`config.mk`:
```
export PLATFORM = sky130hd
export DESIGN_NAME = rks_order
export DESIGN_NICKNAME = d
export VERILOG_FILES = /design/src/rks_pkg.sv /design/src/rks_order.sv
export SDC_FILE = /design/constraint.sdc
export NUM_CORES = 1
export LEC_CHECK = 0
export BUFFER_PORTS_ARGS = -buffer_cell sky130_fd_sc_hd__buf_2
export CAP_MARGIN = 20
export CORE_AREA = 3 3 71 73
export DETAILED_ROUTE_END_ITERATION = 10
export DIE_AREA = 0 0 74 76
export MAX_ROUTING_LAYER = met4
export PLACE_DENSITY = 0.89
export SLEW_MARGIN = 20
export SYNTH_ARGS = -nofsm -noshare
export SYNTH_HDL_FRONTEND = slang
export SYNTH_SLANG_ARGS = --single-unit
export TNS_END_PERCENT = 10
```
`constraint.sdc`:
```
create_clock -name vclk -period 4.6
set_input_delay 0.46 -clock vclk [all_inputs]
set_output_delay 0.46 -clock vclk [all_outputs]
set_load 0.1 [all_outputs]
```
`src/rks_pkg.sv`:
```
package rks_pkg;

  localparam int MAX_ENTRIES = 64;
  localparam int ID_WIDTH    = 16;
  localparam int IDX_W       = (MAX_ENTRIES > 1) ? $clog2(MAX_ENTRIES) : 1;
  localparam int CNT_W       = $clog2(MAX_ENTRIES + 1);

  localparam logic [1:0] KEY_INT   = 2'd0;
  localparam logic [1:0] KEY_FLOAT = 2'd1;

  localparam logic [1:0] CFG_KEY_TYPE   = 2'd0;
  localparam logic [1:0] CFG_DESCENDING = 2'd1;
  localparam logic [1:0] CFG_KEY_LENGTH = 2'd2;

  typedef struct packed {
    logic [63:0] sort_key;
    logic [15:0] record_id;
    logic        batch_end;
  } in_item_t;

  typedef struct packed {
    logic [63:0] out_key;
    logic [15:0] out_record_id;
    logic        out_last;
    logic        overflow;
  } out_item_t;

  typedef struct packed {
    logic [63:0]         sort_key;
    logic [ID_WIDTH-1:0] record_id;
  } entry_t;

endpackage

```
`src/rks_order.sv`:
```
// Map a key to an unsigned rank whose natural order is the emit order.
module rks_order (
  input  logic [63:0] sort_key,
  input  logic [1:0]  key_type,
  input  logic        descending,
  input  logic [3:0]  key_length,
  output logic [63:0] rank
);
  import rks_pkg::*;

  logic [31:0] fbits;
  logic [63:0] ov;
  logic [3:0]  len;
  logic        ended;
  logic [7:0]  kbyte;

  always_comb begin
    fbits = sort_key[31:0];
    ov    = '0;
    len   = (key_length > 4'd8) ? 4'd8 : key_length;
    ended = 1'b0;
    kbyte = '0;
    case (key_type)
      KEY_INT: begin
        ov = {32'd0, sort_key[31] ^ 1'b1, sort_key[30:0]};
      end
      KEY_FLOAT: begin
        if (fbits[30:0] == 31'd0) begin
          fbits = '0;
        end
        if (fbits[31]) begin
          ov = {32'd0, ~fbits};
        end else begin
          ov = {32'd0, fbits | 32'h8000_0000};
        end
      end
      default: begin
        for (int i = 0; i < 8; i++) begin
          kbyte = sort_key[63-8*i -: 8];
          if (ended || kbyte == 8'd0 || 4'(i) >= len) begin
            ended = 1'b1;
            kbyte = 8'd0;
          end
          ov[63-8*i -: 8] = kbyte;
        end
      end
    endcase
    rank = descending ? ~ov : ov;
  end

endmodule

```
[Yosys cells after proc, flatten, opt, wreduce, memory -nomap -nowiden]
Index checks and enable logic that the tools add are counted.
Widths: inputs -> output; s select.
Word-level totals
  bits in registers: 0
  latch bits: 0
  RAM bits: 0
  memory bits (read-only): 0
  bits of input ports: 71
  output and inout bits: 64
  word-level logic and storage cells: 67
  memories kept: 0
Cells by class
  $add $sub $neg: 0
  multipliers: 0
  div/mod/pow operators: 0
  $lt $le $gt $ge: 9
  equality and inequality tests: 1
  shift operators: 0
  muxes and demuxes: 28
  bitwise logic cells: 3
  reductions and logical operators: 26
Operators with widths (number)
  $pmux 64 s2: 1
  $mux 32: 3
  $logic_not 8->1: 8
  $mux 64: 1
  $mux 8: 8
  $not 64->64: 1
  $not 32->32: 1
  $logic_not 31->1: 1
  $ge 3x4->1 const A: 4
  $logic_or 1x1->1: 15
  $mux 1: 14
  $ge 1x4->1 const A: 2
  $ge 2x4->1 const A: 2
  $gt 4x4->1 const B: 1
  $mux 4: 1
  $eq 2x1->1 const B: 1
  $logic_not 2->1: 1
  $reduce_or 2->1: 1
  $not 1->1: 1

[Depth between registers and ports, before layout]
  depth after elaboration: 36
  depth in mapped cells: 8
  gate-level depth less buffers: 6

[Least setup slack after synthesis]
Ideal clock, no wire load.
  path type: input-to-output
  start: input port sort_key[24]
  end: output port rank[12]
  arrival time: 3959 ps
  data required time: 4140 ps
  path slack: 181 ps
  stages on the path: 6
  path buffers: 1
  cells stage by stage: nor4_1 nand4_1 o31ai_1 clkbuf_1 o21ai_0 o21ai_0
Between the ends
  longest elaborated chain between the ends: 15
  elaborated cells on any way between the ends: 20
  classes of those cells: 10 x mux; 2 x bitwise; 8 x reduce/logical
RTL lines
  start: declaration: RTL line rks_order.sv:3  | input logic [63:0] sort_key,
  $logic_not 8->1: RTL line rks_order.sv:40  | if (ended || kbyte == 8'd0 || 4'(i) >= len) begin
  $logic_or 1x1->1 (2 in series): RTL line rks_order.sv:40
  $mux 1: RTL line rks_order.sv:40
  $mux 1: RTL line rks_order.sv:23  | case (key_type)
  $logic_or 1x1->1 (2 in series): RTL line rks_order.sv:40
  $mux 1: RTL line rks_order.sv:40
  $mux 1: RTL line rks_order.sv:23
  $logic_or 1x1->1 (2 in series): RTL line rks_order.sv:40
  $mux 8: RTL line rks_order.sv:40
  $pmux 64 s2 *: RTL line rks_order.sv:23
  $not 64->64: RTL line rks_order.sv:48  | rank = descending ? ~ov : ov;
  $mux 64 *: RTL line rks_order.sv:48
  end: declaration: RTL line rks_order.sv:7  | output logic [63:0] rank
Every way passes the cells marked *; elsewhere a longest branch is shown, timed or not. The select of a mux whose other input is x is not followed.

[Final worst setup path]
  start: input port key_type[1]
  end: output port rank[2]
Between the ends
  longest elaborated chain between the ends: 4
  elaborated cells on any way between the ends: 5
  classes of those cells: 1 x eq/ne; 2 x mux; 1 x bitwise; 1 x reduce/logical
RTL lines
  start: declaration: RTL line rks_order.sv:4  | input logic [1:0] key_type,
  $eq 2x1->1 / $logic_not 2->1 (equally long branches)
  $pmux 64 s2 *: RTL line rks_order.sv:23
  $not 64->64: RTL line rks_order.sv:48
  $mux 64 *: RTL line rks_order.sv:48
Every way passes the cells marked *; elsewhere a longest branch is shown, timed or not.

==> summary.md <==
Counting the clock-network buffers in the layout gives 0. The post-CTS setup buffer count came out at 0. The tools report the global routing met3 resource utilization as 0.0145. Count of port buffers added during placement: 135. Setup repair after global routing left no endpoint under its margin. The global routing usage summed across all routing layers came out at 0.212. The measured slew at the worst slew-check pin is 0.995 ns. Dividing total power by cell area gives a power density of 324 nW/µm². The worst hold path begins at sort_key[34]. The post-synthesis to final-layout area growth is 41.0%, and the final global-route overflow total is 0.

Met2 demand-to-capacity share in global routing: 0.387. The last weighted congestion value of the routability-driven placer came out at 0.845. For the worst setup path, the data required time is 4.14 ns. The width of the chip came out at 74 µm. The remaining design rule violation count is 0, and the max-capacitance violation count is 0. The detail route stage leaves a number of antenna-violating nets equal to 0.

The logs give 2,244 for the via count of the first global-routing pass and 9950 µm for the global-route wire length before repair. Number of primary I/O pins: 135. STA classifies the critical path endpoint as an output port. The tools report the kind of launch point of the worst setup path as a primary input. The type of the worst min-delay path is in2out.

The tools report the sequential-to-total area share from yosys stat as 0. The synthesized netlist cell count was 290; the headroom to the max-slew limit was 0.336. Using the TritonRoute via totals, the vias-per-cell ratio works out to 5.23. The run gives 6190 µm as the final routed wirelength across all metal layers.

Library cell occupying the most area in the post-synthesis netlist: sky130_fd_sc_hd__xnor2_1. After clock tree synthesis, the flow added hold-fix buffers numbering 0. For this block, the initial DRC count from the detailed router was 122. The sequential cell count of the final layout came out at 0. After clock tree synthesis, the repair step resized 0 gates. The hold path depth is 4, and the post-detailed-placement half-perimeter wirelength is 4940 µm. The floorplan step set the die height to 76 µm.

The total nets after synthesis came out at 361. For this block, the via count after detailed routing is 2,434. The warning count from the yosys run is 0. The number of antenna violations at the first check in global routing was 0; the met1 layer usage reported by global route was 0.259.

Across the whole layout, storage elements account for 0 µm². The pre-antenna-repair detailed-routing pass consisted of 4 iterations. In this run, distinct cell masters in the synthesized netlist total 36. For the number of diodes, the log shows 0. The critical setup path kind was in2out. In the final timing run, aggregate negative setup slack is 0 ns.

The top cell type's share of synthesized area works out to 0.303. The post-route clock period utilization is 0.827, and the count of final setup violators is 0. The final routed wire length divided by cell count works out to 13.3 µm. The maximum net fanout on the critical path is 13, and the tightest hold margin is 1.42 ns.

The worst-case IR drop observed on VDD is 0.155 mV. The number of hold violations in the final report was 0. For hold timing, the worst endpoint is rank[34].

The leading cell type in the layout, fill and taps excluded is sky130_fd_sc_hd__buf_2. The synthesized netlist occupies a cell area of 1730 µm². In the layout the commonest cells are 134 x sky130_fd_sc_hd__buf_2, 60 x sky130_fd_sc_hd__xnor2_1, 47 x sky130_fd_sc_hd__nand2_1.

After layout, the minimum clock period comes to 3.80 ns. In this run the core area contains 24 standard-cell rows. By area the synthesized netlist is led by sky130_fd_sc_hd__xnor2_1 30%, sky130_fd_sc_hd__nand2_1 10%, sky130_fd_sc_hd__o21ai_0 9.5%. The run gives 3.34 ns as the arrival time at the worst endpoint. Entering global routing, the biggest net connects 73 pins. The share of layout cells above drive strength 1 is 0.351, and the average cell area after synthesis is 5.98 µm². The core region is 4410 µm². The final count of pins violating max slew was 0. The logs give 0.393 for the initial cell density of the core and 5620 µm² for the total die area. For the leakage dissipation, the log shows 1.15 nW. The flow ran to the end, and the final reports show no timing, DRC or antenna violations. The busiest metal layer after global routing was met2. Upper clock frequency limit: 0.263 GHz. For the count of nets after finishing, the log shows 486.
==> stage by stage <==
stage	utilization	power (mW)	cells	worst slack [ns]	instance area, µm²
2_1_floorplan	-	0.661	290	0.181	1730
3_3_place_gp	0.554	0.786	465	0.926	2440
3_5_place_dp	0.554	0.792	465	0.849	2440
4_1_cts	0.554	0.794	465	0.830	2440
5_1_grt	0.554	0.825	465	0.677	2440
6_report	0.554	0.792	465	0.795	2440
==> worst max-delay path by stage <==
stage	slack, ns	cells after the start	start	end
after global placement	0.93	8	key_type[1]	rank[5]
after CTS	0.83	8	key_type[1]	rank[2]
after detailed placement	0.85	8	key_type[1]	rank[2]
final	0.80	8	key_type[1]	rank[2]
after floorplan	0.18	6	sort_key[24]	rank[12]
after global routing	0.68	8	key_type[1]	rank[2]
==> synthesized netlist by cell type, drive strengths merged (2+ instances only) <==
| library cell | n |
|---|---|
| nand2 | 47 |
| nor3 | 11 |
| buf | 4 |
| a22oi | 2 |
| xnor2 | 60 |
| o21ai | 34 |
| nor2 | 25 |
| nor4 | 11 |
| xor2 | 18 |
| clkbuf | 12 |
| o41ai | 2 |
| a21oi | 22 |
| or4 | 4 |
| inv | 15 |
| a31oi | 2 |
| a32oi | 3 |
| nand4 | 2 |
| o22ai | 2 |
==> routing by layer <==
layer | vias up | part of all wire
met5 | - | 0
met4 | 0 | 0.0029
met3 | 2 | 0.072
met2 | 92 | 0.51
met1 | 1103 | 0.42
li1 | 1237 | -
==> cell families (layout without fill, tap and decap cells) <==
family                    after synthesis  count (layout)  synth area share
AOI/OAI and AO/OA                      75              75             0.255
xor gates and xnor gates               78              78             0.394
buffers and inverters                  31             154            0.0685
and+or+nand+nor                       106             106             0.282
==> cell type report <==
cell class / instances / area, µm²
Tap cell: 52 / 65.1
Multi-Input combinational cell: 259 / 1620
Inverter: 15 / 56.3
Timing Repair Buffer: 139 / 708
Fill cell: 452 / 1970
==> where the power goes <==
part / switching [mW] / leakage [nW] / total, mW / internal (mW)
clock: 0 / 0 / 0 / 0
combinational: 0.653 / 1.15 / 0.792 / 0.139
sequential: 0 / 0 / 0 / 0
total: 0.653 / 1.15 / 0.792 / 0.139
==> worst max-delay path, stage by stage <==
cell and delay [ns]:
sky130_fd_sc_hd__buf_2 0.24, sky130_fd_sc_hd__inv_2 0.11, sky130_fd_sc_hd__a211o_1 0.31, sky130_fd_sc_hd__or3b_1 0.57
sky130_fd_sc_hd__o41ai_2 0.77, sky130_fd_sc_hd__a21oi_1 0.21, sky130_fd_sc_hd__xnor2_1 0.21, sky130_fd_sc_hd__buf_2 0.46
No activity file was read; power rests on OpenSTA's default activity.
